## src/hw/rtl/msd_pkg.sv

```systemverilog
// ----------------------------------------------------------------------------
// msd_pkg: shared types and constants
// Word formats, status codes, back-end state encoding and fixed widths used
// by the sample mean and spread block.
// ----------------------------------------------------------------------------
package msd_pkg;

	localparam int SAMPLE_W   = 16;
	localparam int MEAN_W     = 24;
	localparam int SPREAD_W   = 24;
	localparam int USED_W     = 13;
	localparam int STATUS_W   = 2;

	localparam int MUL_CHUNK  = 16;
	localparam int SQRT_W     = 64;
	localparam int SQRT_STEPS = 32;
	localparam int SQRT_CW    = 5;

	localparam int QUEUE_DEPTH = 2;
	localparam int QPTR_W      = 1;
	localparam int QCNT_W      = 2;

	localparam logic [STATUS_W-1:0] STAT_OK    = 2'd0;
	localparam logic [STATUS_W-1:0] STAT_FEW   = 2'd1;
	localparam logic [STATUS_W-1:0] STAT_LIMIT = 2'd2;

	localparam logic [MEAN_W-1:0]   MEAN_POS_MAX = 24'h7F_FFFF;
	localparam logic [MEAN_W-1:0]   MEAN_NEG_MIN = 24'h80_0000;
	localparam logic [SPREAD_W-1:0] SPREAD_MAX   = 24'hFF_FFFF;
	localparam logic [SQRT_W-1:0]   SQRT_TOP     = 64'h4000_0000_0000_0000;

	typedef struct packed {
		logic signed [SAMPLE_W-1:0] sample;
		logic                       last;
	} msd_in_t;

	typedef struct packed {
		logic signed [MEAN_W-1:0] mean_value;
		logic [SPREAD_W-1:0]      spread_value;
		logic [USED_W-1:0]        samples_used;
		logic [STATUS_W-1:0]      status;
	} msd_out_t;

	typedef struct packed {
		logic full;
		logic empty;
	} q_stat_t;

	typedef struct packed {
		logic busy;
		logic done;
	} div_stat_t;

	typedef enum logic [3:0] {
		ST_IDLE,
		ST_MEAN_GO,
		ST_MEAN,
		ST_MUL_NQ,
		ST_MUL_SS,
		ST_MUL_D1,
		ST_MUL_D2,
		ST_DIV_GO,
		ST_DIV,
		ST_SQRT,
		ST_DONE
	} msd_state_t;

endpackage

```

## src/hw/rtl/msd_front.sv

```systemverilog
// ----------------------------------------------------------------------------
// msd_front: sample accumulator
// Squares each sample in a first stage, then adds it into the count, sum and
// sum of squares. A last-marked word hands the totals to the set queue.
// ----------------------------------------------------------------------------
module msd_front import msd_pkg::*; #(
	parameter int MAX_COUNT = 4096,
	localparam int CNT_W = $clog2(MAX_COUNT + 1),
	localparam int SUM_W = CNT_W + SAMPLE_W,
	localparam int SQ_W  = CNT_W + 2 * SAMPLE_W - 2,
	localparam int ENT_W = 1 + CNT_W + SUM_W + SQ_W
) (
	input  logic             clk,
	input  logic             arst_n,
	input  logic             smp_valid,
	output logic             smp_stall,
	input  msd_in_t          smp_data,
	input  q_stat_t          q_stat,
	output logic             push,
	output logic [ENT_W-1:0] entry
);

	localparam int SQR_W = 2 * SAMPLE_W - 1;

	logic                       valid_s1;
	logic                       last_s1;
	logic signed [SAMPLE_W-1:0] sample_s1;
	logic [SQR_W-1:0]           sqr_s1;
	logic signed [2*SAMPLE_W-1:0] sq_full;

	logic [CNT_W-1:0]        cnt_q, cnt_d;
	logic signed [SUM_W-1:0] sum_q, sum_d;
	logic [SQ_W-1:0]         sqs_q, sqs_d;
	logic                    lim_q, lim_d;
	logic                    blocked, accept, take;

	// a finished set waits in stage 1 until the queue has room
	assign blocked   = valid_s1 && last_s1 && q_stat.full;
	assign smp_stall = blocked;
	assign accept    = smp_valid && !blocked;
	assign sq_full   = smp_data.sample * smp_data.sample;

	always_ff @(posedge clk or negedge arst_n) begin
		if (!arst_n) begin
			valid_s1 <= 1'b0;
		end else if (!blocked) begin
			valid_s1 <= smp_valid;
		end
	end

	always_ff @(posedge clk) begin
		if (accept) begin
			sample_s1 <= smp_data.sample;
			last_s1   <= smp_data.last;
			sqr_s1    <= sq_full[SQR_W-1:0];
		end
	end

	always_comb begin
		take  = cnt_q < CNT_W'(MAX_COUNT);
		cnt_d = take ? cnt_q + 1'b1 : cnt_q;
		sum_d = take ? sum_q + SUM_W'(sample_s1) : sum_q;
		sqs_d = take ? sqs_q + SQ_W'(sqr_s1) : sqs_q;
		lim_d = lim_q || !take;
	end

	assign push  = valid_s1 && last_s1 && !q_stat.full;
	assign entry = {lim_d, cnt_d, sum_d, sqs_d};

	always_ff @(posedge clk or negedge arst_n) begin
		if (!arst_n) begin
			cnt_q <= '0;
			sum_q <= '0;
			sqs_q <= '0;
			lim_q <= 1'b0;
		end else if (valid_s1 && !blocked) begin
			if (last_s1) begin
				cnt_q <= '0;
				sum_q <= '0;
				sqs_q <= '0;
				lim_q <= 1'b0;
			end else begin
				cnt_q <= cnt_d;
				sum_q <= sum_d;
				sqs_q <= sqs_d;
				lim_q <= lim_d;
			end
		end
	end

endmodule

```

## src/hw/rtl/msd_queue.sv

```systemverilog
// ----------------------------------------------------------------------------
// msd_queue: set queue
// Two-entry first-in first-out buffer of set totals between the accumulator
// and the arithmetic back end.
// ----------------------------------------------------------------------------
module msd_queue import msd_pkg::*; #(
	parameter int W = 8
) (
	input  logic         clk,
	input  logic         arst_n,
	input  logic         push,
	input  logic [W-1:0] wr_data,
	input  logic         pop,
	output logic [W-1:0] rd_data,
	output q_stat_t      q_stat
);

	logic [W-1:0]      mem_q [QUEUE_DEPTH];
	logic [QPTR_W-1:0] wr_ptr_q, rd_ptr_q;
	logic [QCNT_W-1:0] count_q;

	assign q_stat.full  = count_q == QCNT_W'(QUEUE_DEPTH);
	assign q_stat.empty = count_q == '0;
	assign rd_data      = mem_q[rd_ptr_q];

	always_ff @(posedge clk or negedge arst_n) begin
		if (!arst_n) begin
			wr_ptr_q <= '0;
			rd_ptr_q <= '0;
			count_q  <= '0;
		end else begin
			if (push) begin
				wr_ptr_q <= wr_ptr_q + 1'b1;
			end
			if (pop) begin
				rd_ptr_q <= rd_ptr_q + 1'b1;
			end
			if (push && !pop) begin
				count_q <= count_q + 1'b1;
			end else if (pop && !push) begin
				count_q <= count_q - 1'b1;
			end
		end
	end

	always_ff @(posedge clk) begin
		if (push) begin
			mem_q[wr_ptr_q] <= wr_data;
		end
	end

endmodule

```

## src/hw/rtl/msd_divide.sv

```systemverilog
// ----------------------------------------------------------------------------
// msd_divide: restoring divider
// Unsigned division, one quotient bit per cycle, shared by the mean and the
// spread computations.
// ----------------------------------------------------------------------------
module msd_divide import msd_pkg::*; #(
	parameter int DW = 64,
	parameter int VW = 32
) (
	input  logic          clk,
	input  logic          arst_n,
	input  logic          start,
	input  logic [DW-1:0] dividend,
	input  logic [VW-1:0] divisor,
	output div_stat_t     div_stat,
	output logic [DW-1:0] quotient,
	output logic [VW-1:0] remainder
);

	localparam int CW = $clog2(DW + 1);

	logic [DW-1:0] quo_q;
	logic [VW-1:0] rem_q, dvs_q;
	logic [CW-1:0] cnt_q;
	logic          busy_q, done_q;
	logic [VW:0]   trial, diff;
	logic          ge;

	assign trial = {rem_q, quo_q[DW-1]};
	assign ge    = trial >= {1'b0, dvs_q};
	assign diff  = trial - {1'b0, dvs_q};

	assign quotient      = quo_q;
	assign remainder     = rem_q;
	assign div_stat.busy = busy_q;
	assign div_stat.done = done_q;

	always_ff @(posedge clk or negedge arst_n) begin
		if (!arst_n) begin
			busy_q <= 1'b0;
			done_q <= 1'b0;
			cnt_q  <= '0;
		end else begin
			done_q <= busy_q && cnt_q == CW'(1);
			if (start) begin
				busy_q <= 1'b1;
				cnt_q  <= CW'(DW);
			end else if (busy_q) begin
				cnt_q <= cnt_q - 1'b1;
				if (cnt_q == CW'(1)) begin
					busy_q <= 1'b0;
				end
			end
		end
	end

	always_ff @(posedge clk) begin
		if (start) begin
			quo_q <= dividend;
			rem_q <= '0;
			dvs_q <= divisor;
		end else if (busy_q) begin
			quo_q <= {quo_q[DW-2:0], ge};
			rem_q <= ge ? diff[VW-1:0] : trial[VW-1:0];
		end
	end

endmodule

```

## src/hw/rtl/msd_back.sv

```systemverilog
// ----------------------------------------------------------------------------
// msd_back: per-set arithmetic
// Takes one set of totals from the queue and works out the floored mean,
// the exact variance numerator and divisor on a chunked multiplier, the
// quotient on the shared divider and the floored square root.
// ----------------------------------------------------------------------------
module msd_back import msd_pkg::*; #(
	parameter int MAX_COUNT = 4096,
	parameter int FRAC_BITS = 8,
	localparam int CNT_W = $clog2(MAX_COUNT + 1),
	localparam int SUM_W = CNT_W + SAMPLE_W,
	localparam int SQ_W  = CNT_W + 2 * SAMPLE_W - 2,
	localparam int ENT_W = 1 + CNT_W + SUM_W + SQ_W
) (
	input  logic             clk,
	input  logic             arst_n,
	input  logic             mode,
	input  logic [ENT_W-1:0] entry,
	input  q_stat_t          q_stat,
	output logic             pop,
	output logic             res_valid,
	input  logic             res_stall,
	output msd_out_t         res_data
);

	localparam int AW  = CNT_W + SAMPLE_W - 1;
	localparam int BW  = SQ_W;
	localparam int PW  = AW + BW;
	localparam int NCH = (BW + MUL_CHUNK - 1) / MUL_CHUNK;
	localparam int BPW = NCH * MUL_CHUNK;
	localparam int MCW = $clog2(NCH);
	localparam int VW  = 3 * CNT_W;
	localparam int DW  = PW + 2 * FRAC_BITS;
	localparam int MW  = DW + 1;
	localparam int QPW = (DW > SQRT_W) ? DW : SQRT_W;

	msd_state_t state_q, state_d;

	// set totals
	logic [CNT_W-1:0]        n_q;
	logic                    s_neg_q;
	logic [AW-1:0]           s_mag_q;
	logic [SQ_W-1:0]         qs_q;
	logic                    lim_q;
	logic [CNT_W-1:0]        n_e;
	logic signed [SUM_W-1:0] s_e;
	logic [SUM_W-1:0]        s_abs_e;

	// multiplier
	logic [AW-1:0]           mul_a_q, mul_a_d;
	logic [BPW-1:0]          mul_b_q;
	logic [BW-1:0]           mul_b_d;
	logic [PW-1:0]           mul_acc_q, mul_acc_d;
	logic [AW+MUL_CHUNK-1:0] mul_pp;
	logic [MCW-1:0]          mul_cnt_q;
	logic                    mul_load, mul_run, mul_last;

	// divider
	logic          div_start;
	logic [DW-1:0] div_dvd, mean_dvd, spread_dvd;
	logic [VW-1:0] div_dvs;
	logic [DW-1:0] div_quo;
	logic [VW-1:0] div_rem;
	div_stat_t     div_stat;
	logic [QPW-1:0] quo_pad;

	// mean
	logic [MW-1:0]     mean_mag;
	logic [MEAN_W-1:0] mag_lo, mean_d, mean_q;

	// spread
	logic [PW-1:0]       dev_q;
	logic [VW-1:0]       den_q;
	logic [SQRT_W-1:0]   sq_x_q, sq_res_q, sq_bit_q, sq_t, sq_res_d;
	logic                sq_ge, sq_last;
	logic [SQRT_CW-1:0]  sq_cnt_q;
	logic [SPREAD_W-1:0] spread_q, spread_sat;

	// output
	msd_out_t            out_q;
	logic                out_valid_q, out_load;
	logic [STATUS_W-1:0] status_d;

	assign n_e     = entry[SQ_W+SUM_W +: CNT_W];
	assign s_e     = entry[SQ_W +: SUM_W];
	assign s_abs_e = s_e[SUM_W-1] ? -s_e : s_e;

	// ---- chunked multiplier, top chunk of b first
	assign mul_pp    = mul_a_q * mul_b_q[BPW-1 -: MUL_CHUNK];
	assign mul_acc_d = (mul_acc_q << MUL_CHUNK) + PW'(mul_pp);
	assign mul_last  = mul_cnt_q == MCW'(NCH - 1);
	assign mul_run   = state_q == ST_MUL_NQ || state_q == ST_MUL_SS ||
		state_q == ST_MUL_D1 || state_q == ST_MUL_D2;

	// ---- divider operands
	assign mean_dvd   = DW'(s_mag_q) << FRAC_BITS;
	assign spread_dvd = DW'(dev_q) << (2 * FRAC_BITS);
	assign div_dvd    = (state_q == ST_MEAN_GO) ? mean_dvd : spread_dvd;
	assign div_dvs    = (state_q == ST_MEAN_GO) ? VW'(n_q) : den_q;
	assign quo_pad    = QPW'(div_quo);

	msd_divide #(
		.DW(DW),
		.VW(VW)
	) u_divide (
		.clk      (clk),
		.arst_n   (arst_n),
		.start    (div_start),
		.dividend (div_dvd),
		.divisor  (div_dvs),
		.div_stat (div_stat),
		.quotient (div_quo),
		.remainder(div_rem)
	);

	// ---- floored mean with saturation
	always_comb begin
		mean_mag = MW'(div_quo) + MW'(s_neg_q && div_rem != '0);
		mag_lo   = mean_mag[MEAN_W-1:0];
		if (n_q == '0) begin
			mean_d = '0;
		end else if (!s_neg_q && mean_mag > MW'(MEAN_POS_MAX)) begin
			mean_d = MEAN_POS_MAX;
		end else if (s_neg_q && mean_mag > MW'(MEAN_NEG_MIN)) begin
			mean_d = MEAN_NEG_MIN;
		end else begin
			mean_d = s_neg_q ? ~mag_lo + 1'b1 : mag_lo;
		end
	end

	// ---- square root, one result bit per cycle
	always_comb begin
		sq_t       = sq_res_q + sq_bit_q;
		sq_ge      = sq_x_q >= sq_t;
		sq_res_d   = sq_ge ? (sq_res_q >> 1) + sq_bit_q : sq_res_q >> 1;
		sq_last    = sq_cnt_q == SQRT_CW'(SQRT_STEPS - 1);
		spread_sat = (sq_res_d > SQRT_W'(SPREAD_MAX)) ? SPREAD_MAX : SPREAD_W'(sq_res_d);
	end

	always_comb begin
		if (lim_q) begin
			status_d = STAT_LIMIT;
		end else if (n_q < CNT_W'(2)) begin
			status_d = STAT_FEW;
		end else begin
			status_d = STAT_OK;
		end
	end

	// ---- sequencer
	always_ff @(posedge clk or negedge arst_n) begin
		if (!arst_n) begin
			state_q <= ST_IDLE;
		end else begin
			state_q <= state_d;
		end
	end

	always_comb begin
		state_d   = state_q;
		pop       = 1'b0;
		div_start = 1'b0;
		mul_load  = 1'b0;
		mul_a_d   = '0;
		mul_b_d   = '0;
		out_load  = 1'b0;
		unique case (state_q)
			ST_IDLE: begin
				if (!q_stat.empty) begin
					pop     = 1'b1;
					state_d = ST_MEAN_GO;
				end
			end
			ST_MEAN_GO: begin
				div_start = 1'b1;
				state_d   = ST_MEAN;
			end
			ST_MEAN: begin
				if (div_stat.done) begin
					if (n_q < CNT_W'(2)) begin
						state_d = ST_DONE;
					end else begin
						state_d  = ST_MUL_NQ;
						mul_load = 1'b1;
						mul_a_d  = AW'(n_q);
						mul_b_d  = qs_q;
					end
				end
			end
			ST_MUL_NQ: begin
				if (mul_last) begin
					state_d  = ST_MUL_SS;
					mul_load = 1'b1;
					mul_a_d  = s_mag_q;
					mul_b_d  = BW'(s_mag_q);
				end
			end
			ST_MUL_SS: begin
				if (mul_last) begin
					state_d  = ST_MUL_D1;
					mul_load = 1'b1;
					mul_a_d  = AW'(n_q - CNT_W'(1));
					mul_b_d  = BW'(n_q);
				end
			end
			ST_MUL_D1: begin
				if (mul_last) begin
					if (mode) begin
						state_d  = ST_MUL_D2;
						mul_load = 1'b1;
						mul_a_d  = AW'(n_q);
						mul_b_d  = BW'(mul_acc_d);
					end else begin
						state_d = ST_DIV_GO;
					end
				end
			end
			ST_MUL_D2: begin
				if (mul_last) begin
					state_d = ST_DIV_GO;
				end
			end
			ST_DIV_GO: begin
				div_start = 1'b1;
				state_d   = ST_DIV;
			end
			ST_DIV: begin
				if (div_stat.done) begin
					state_d = ST_SQRT;
				end
			end
			ST_SQRT: begin
				if (sq_last) begin
					state_d = ST_DONE;
				end
			end
			ST_DONE: begin
				if (!out_valid_q || !res_stall) begin
					out_load = 1'b1;
					state_d  = ST_IDLE;
				end
			end
			default: begin
				state_d = ST_IDLE;
			end
		endcase
	end

	// ---- counters and output handshake
	always_ff @(posedge clk or negedge arst_n) begin
		if (!arst_n) begin
			mul_cnt_q   <= '0;
			sq_cnt_q    <= '0;
			out_valid_q <= 1'b0;
		end else begin
			if (mul_load) begin
				mul_cnt_q <= '0;
			end else if (mul_run) begin
				mul_cnt_q <= mul_cnt_q + 1'b1;
			end
			if (state_q == ST_DIV) begin
				sq_cnt_q <= '0;
			end else if (state_q == ST_SQRT) begin
				sq_cnt_q <= sq_cnt_q + 1'b1;
			end
			if (out_load) begin
				out_valid_q <= 1'b1;
			end else if (!res_stall) begin
				out_valid_q <= 1'b0;
			end
		end
	end

	// ---- datapath
	always_ff @(posedge clk) begin
		if (pop) begin
			n_q     <= n_e;
			s_neg_q <= s_e[SUM_W-1];
			s_mag_q <= AW'(s_abs_e);
			qs_q    <= entry[SQ_W-1:0];
			lim_q   <= entry[ENT_W-1];
		end

		if (mul_load) begin
			mul_a_q   <= mul_a_d;
			mul_b_q   <= BPW'(mul_b_d);
			mul_acc_q <= '0;
		end else if (mul_run) begin
			mul_acc_q <= mul_acc_d;
			mul_b_q   <= mul_b_q << MUL_CHUNK;
		end

		if (state_q == ST_MEAN && div_stat.done) begin
			mean_q   <= mean_d;
			spread_q <= '0;
		end

		if (mul_last) begin
			unique case (state_q)
				ST_MUL_NQ: begin
					dev_q <= mul_acc_d;
				end
				ST_MUL_SS: begin
					dev_q <= dev_q - mul_acc_d;
				end
				ST_MUL_D1, ST_MUL_D2: begin
					den_q <= VW'(mul_acc_d);
				end
				default: begin
				end
			endcase
		end

		if (state_q == ST_DIV && div_stat.done) begin
			sq_x_q   <= quo_pad[SQRT_W-1:0];
			sq_res_q <= '0;
			sq_bit_q <= SQRT_TOP;
		end else if (state_q == ST_SQRT) begin
			if (sq_ge) begin
				sq_x_q <= sq_x_q - sq_t;
			end
			sq_res_q <= sq_res_d;
			sq_bit_q <= sq_bit_q >> 2;
			if (sq_last) begin
				spread_q <= spread_sat;
			end
		end

		if (out_load) begin
			out_q.mean_value   <= mean_q;
			out_q.spread_value <= spread_q;
			out_q.samples_used <= USED_W'(n_q);
			out_q.status       <= status_d;
		end
	end

	assign res_valid = out_valid_q;
	assign res_data  = out_q;

endmodule

```

## src/hw/rtl/mean_and_std_deviation_top.sv

```systemverilog
// ----------------------------------------------------------------------------
// mean_and_std_deviation_top: sample mean and standard deviation
// Accumulates signed samples per set and reports the floored mean and the
// floored sample standard deviation or standard error in fixed point.
// ----------------------------------------------------------------------------
//  channel | signals                          | word
//  --------+----------------------------------+-------------------------------
//  samples | smp_valid, smp_stall, smp_data   | msd_in_t: sample, last
//  results | res_valid, res_stall, res_data   | msd_out_t: mean, spread, n, status
//  config  | cfg_valid, cfg_ready, cfg_data   | spread mode bit
//
//  one sample per cycle unless stalled; a set's last word is pushed from stage 1
//  once the queue has room; back end: one set at a time, paced by the one-bit
//  divider and the square root loop, with one more multiplier pass in error
//  mode; sets under two samples stop after the mean division
//  two finished sets can queue; samples stall only when a third set ends
//  reset clears the accumulators, the queue, the sequencer and the mode
// ----------------------------------------------------------------------------
module mean_and_std_deviation_top import msd_pkg::*; #(
	parameter int MAX_COUNT = 4096,
	parameter int FRAC_BITS = 8
) (
	input  logic     clk,
	input  logic     arst_n,
	input  logic     smp_valid,
	output logic     smp_stall,
	input  msd_in_t  smp_data,
	output logic     res_valid,
	input  logic     res_stall,
	output msd_out_t res_data,
	input  logic     cfg_valid,
	output logic     cfg_ready,
	input  logic     cfg_data
);

	localparam int CNT_W = $clog2(MAX_COUNT + 1);
	localparam int SUM_W = CNT_W + SAMPLE_W;
	localparam int SQ_W  = CNT_W + 2 * SAMPLE_W - 2;
	localparam int ENT_W = 1 + CNT_W + SUM_W + SQ_W;

	logic             mode_q;
	logic             push, pop;
	logic [ENT_W-1:0] wr_entry, rd_entry;
	q_stat_t          q_stat;

	assign cfg_ready = 1'b1;

	always_ff @(posedge clk or negedge arst_n) begin
		if (!arst_n) begin
			mode_q <= 1'b0;
		end else if (cfg_valid && cfg_ready) begin
			mode_q <= cfg_data;
		end
	end

	msd_front #(
		.MAX_COUNT(MAX_COUNT)
	) u_front (
		.clk      (clk),
		.arst_n   (arst_n),
		.smp_valid(smp_valid),
		.smp_stall(smp_stall),
		.smp_data (smp_data),
		.q_stat   (q_stat),
		.push     (push),
		.entry    (wr_entry)
	);

	msd_queue #(
		.W(ENT_W)
	) u_queue (
		.clk    (clk),
		.arst_n (arst_n),
		.push   (push),
		.wr_data(wr_entry),
		.pop    (pop),
		.rd_data(rd_entry),
		.q_stat (q_stat)
	);

	msd_back #(
		.MAX_COUNT(MAX_COUNT),
		.FRAC_BITS(FRAC_BITS)
	) u_back (
		.clk      (clk),
		.arst_n   (arst_n),
		.mode     (mode_q),
		.entry    (rd_entry),
		.q_stat   (q_stat),
		.pop      (pop),
		.res_valid(res_valid),
		.res_stall(res_stall),
		.res_data (res_data)
	);

	// samples are held back only by a full queue
	a_stall_full: assert property (@(posedge clk) disable iff (!arst_n)
		smp_stall |-> q_stat.full)
		else $error("sample stall without a full queue");

	a_pop_nonempty: assert property (@(posedge clk) disable iff (!arst_n)
		pop |-> !q_stat.empty)
		else $error("queue read while empty");

	a_few_spread: assert property (@(posedge clk) disable iff (!arst_n)
		res_valid && res_data.status == STAT_FEW |-> res_data.spread_value == '0)
		else $error("nonzero spread with fewer than two samples");

	a_push_room: assert property (@(posedge clk) disable iff (!arst_n)
		push |-> !q_stat.full)
		else $error("set pushed into a full queue");

endmodule
```

## config.mk

```make
export PLATFORM = sky130hd
export DESIGN_NAME = mean_and_std_deviation_top
export DESIGN_NICKNAME = d
export VERILOG_FILES = /design/src/hw/rtl/msd_pkg.sv /design/src/hw/rtl/msd_front.sv /design/src/hw/rtl/msd_queue.sv /design/src/hw/rtl/msd_divide.sv /design/src/hw/rtl/msd_back.sv /design/src/hw/rtl/mean_and_std_deviation_top.sv
export SDC_FILE = /design/constraint.sdc
export NUM_CORES = 2
export LEC_CHECK = 0
export ABC_AREA = 0
export BUFFER_PORTS_ARGS = -buffer_cell sky130_fd_sc_hd__buf_2
export CAP_MARGIN = 5
export CORE_MARGIN = 2
export CORE_UTILIZATION = 60
export CTS_CLUSTER_DIAMETER = 40
export DETAILED_ROUTE_END_ITERATION = 8
export GPL_ROUTABILITY_DRIVEN = 0
export HOLD_SLACK_MARGIN = 0.06
export PLACE_DENSITY = 0.76
export SYNTH_ARGS = -nofsm -noshare
export SYNTH_HDL_FRONTEND = slang
export SYNTH_HIERARCHICAL = 1
export SYNTH_SLANG_ARGS = --single-unit
export TNS_END_PERCENT = 50
```

## constraint.sdc

```tcl
create_clock -name clk -period 19.5 [get_ports clk]
set_input_delay 1.95 -clock clk [delete_from_list [all_inputs] [get_ports clk]]
set_output_delay 1.95 -clock clk [all_outputs]
set_load 0.05 [all_outputs]
```

==> qor.yml <==
power:
  p_switching_mw: 3.56
  p_int_mw: 6.23
  leakage_nw: 42.0
  p_per_area_nw_per_um2: 101
  total_power_mw: 9.79
  pwr-share-comb_pct: 39.7
  switching_share_pct: 36.4
  pwr-share-clk_pct: 29.3
  seq_power_share_pct: 30.9
  peakVddDrop_mv: 0.496
floorplan:
  coreArea_um2: 148000
  die_h_um: 390
  ios: 89
  chipWidth_um: 390
  rows: 141
  die_area_um2: 152000
  initial_utilization_pct: 60.4
global_route:
  grt_use_total_pct: 32.3
  overflow: 0
  grt_pass1_wl_um: 386000
  antenna_found_initial: 9
  grt_pass1_vias: 70100
  grt_max_degree: 101
setup_path:
  critPathSlowestCell: "edfxtp_1"
  cp_num_buf_inv: 6
  worstPathRequired_ns: 19.97
  rr_worst_depth: 35
  cp_max_fo: 28
  worstSetupPathType: "flip-flop to flip-flop"
  r2r_start: "u_back/mul_b_q[38]"
  max_stage_delay_ns: 1.19
  start_kind: "flip-flop"
  path_delay_family: "adder cells"
  r2r-end: "u_back/dev_q[68]"
  worstPathArrival_ns: 12.48
  ff2ff_setup_slack_ns: 7.49
  cp-end-kind: "flip-flop"
cts:
  cts_root_buf: "clkbuf_16"
  cts_hold_buf: 0
  htreeDepth: 4
  clkTransAtPathRegs_ns: 0.06
  clockBufferDepth: 3
  cts.sinks: 1094
  worstSkewPairLatency_ns: 0.80
  cts_tree: "yes"
  post-cts-setup-buffers: 0
  cts_resized: 0
  cts_made_buffers: 158
synthesis:
  postSynthCellCount: 9420
  synth_area_um2: 89200
  yosysWarnings: 6
  avgSynthCellArea_um2: 9.47
detailed_routing:
  first_pass_iters: 9
  wl_um: 246000
  drt_first_iter_violations: 7706
  drcViolationCount: 46
  ant_nets: 0
  wire_per_inst_um: 21.6
  viasPerCell: 6.23
  detailroute.via_count: 71000
sta:
  setup_tns_ns: 0
  finalHoldViolations: 0
  maxSlewViolCount: 0
  slew_headroom_pct: 11.6
  tightest_slew_ns: 1.33
  finalCritPeriodShare_pct: 61.6
  fin_crit_ns: 12.01
  fmax_ghz: 0.0833
  rsz0062_at_grt: "no"
  setup_viol: 0
  fin_skew_ns: 0.0402
worst_hold_path:
  hold_path_depth: 0
  hold-path-endpoint: "u_back/res_data[57]"
  worstHoldStart: "u_back/mean_q[18]"
  hold_class: "flip-flop to flip-flop"
place:
  hpwl_um: 181000
  portBuffers: 87
status:
  status: "finished with violations"
  violations: "design-rule violations"
finish:
  synthToLayoutAreaGrowth_pct: 8.16
  drive_above_1_share_pct: 8.28
  layout.nets: 10500
flow_run:
  cap_violations: 0
[power by group through the flow]
stage	combinational (mW)	sequential (mW)	clock, mW
after detailed placement	3.85	3.07	0
after global routing	4.31	3.04	3.01
after CTS	3.88	3.03	2.91
after global placement	3.72	3.06	0
after floorplan	2.91	3.04	0
final	3.89	3.03	2.87
[sequential cells by signal (all words and copies together) (netlist names), 48 cells and up]
name / cells
u_back/mul_acc_q: 55
u_back/sq_res_q: 64
u_back/mul_b_q: 48
u_back/u_divide/quotient: 87
u_back/dev_q: 71
u_back/res_data: 63
u_queue/mem_q: 172
u_back/sq_x_q: 64
[area by class of cell]
class	count	area, um^2
Antenna cell	7	17.5
Clock buffer	188	4340
Clock inverter	107	1040
Fill cell	11400	51200
Inverter	1064	4000
Multi-Input combinational cell	6822	53500
Sequential cell	1094	30100
Tap cell	1930	2410
Timing Repair Buffer	171	1100
[per-layer routing]
metal	wire length (um)	global-route usage (%)
met1	94800	41.5
met2	114000	52.1
met3	25900	8.10
met4	10800	13.5
met5	322	0.638
[worst max path at each step]
stage	startpoint	to	slack [ns]	cells past startpoint
after detailed placement	u_back/mul_b_q[44]	u_back/dev_q[68]	7.91	33
after floorplan	u_back/sq_res_q[0]	u_back/sq_x_q[0]	8.66	28
final	u_back/mul_b_q[38]	u_back/dev_q[68]	7.49	35
after global routing	u_back/mul_b_q[41]	u_back/dev_q[68]	6.93	35
after CTS	u_back/mul_b_q[44]	u_back/dev_q[68]	7.80	35
after global placement	u_back/mul_b_q[44]	u_back/dev_q[68]	8.12	33
[cells in the final DEF (no fill, tap or decap), drive strengths merged, types with 101 or more instances in the layout]
cell    count
a211oi    110
a21o      184
a21oi     573
a31oi     101
and2      274
buf       171
clkbuf    188
dfrtp     113
dfxtp     219
edfxtp    762
fa        623
ha        520
inv      1105
mux2      221
nand2    1124
nand3     154
nand4     107
nor2      591
nor2b     137
nor3      110
o21ai     470
xnor2     306
xor2      247
[through the flow]
| stage | instances | setup slack [ns] | area, um^2 | utilization (%) | hold slack, ns |
|---|---|---|---|---|---|
| global placement | 11100 | 8.12 | 91100 | 61.7 | 0.403 |
| finish | 11400 | 7.49 | 96500 | 65.3 | 0.418 |
| global route | 11400 | 6.93 | 96500 | 65.3 | 0.422 |
| CTS | 11400 | 7.80 | 96400 | 65.3 | 0.419 |
| floorplan | 9427 | 8.66 | 89200 | - | 0.400 |
| detailed placement | 11100 | 7.91 | 91100 | 61.7 | 0.405 |
Power figures use the tool's default switching activity.
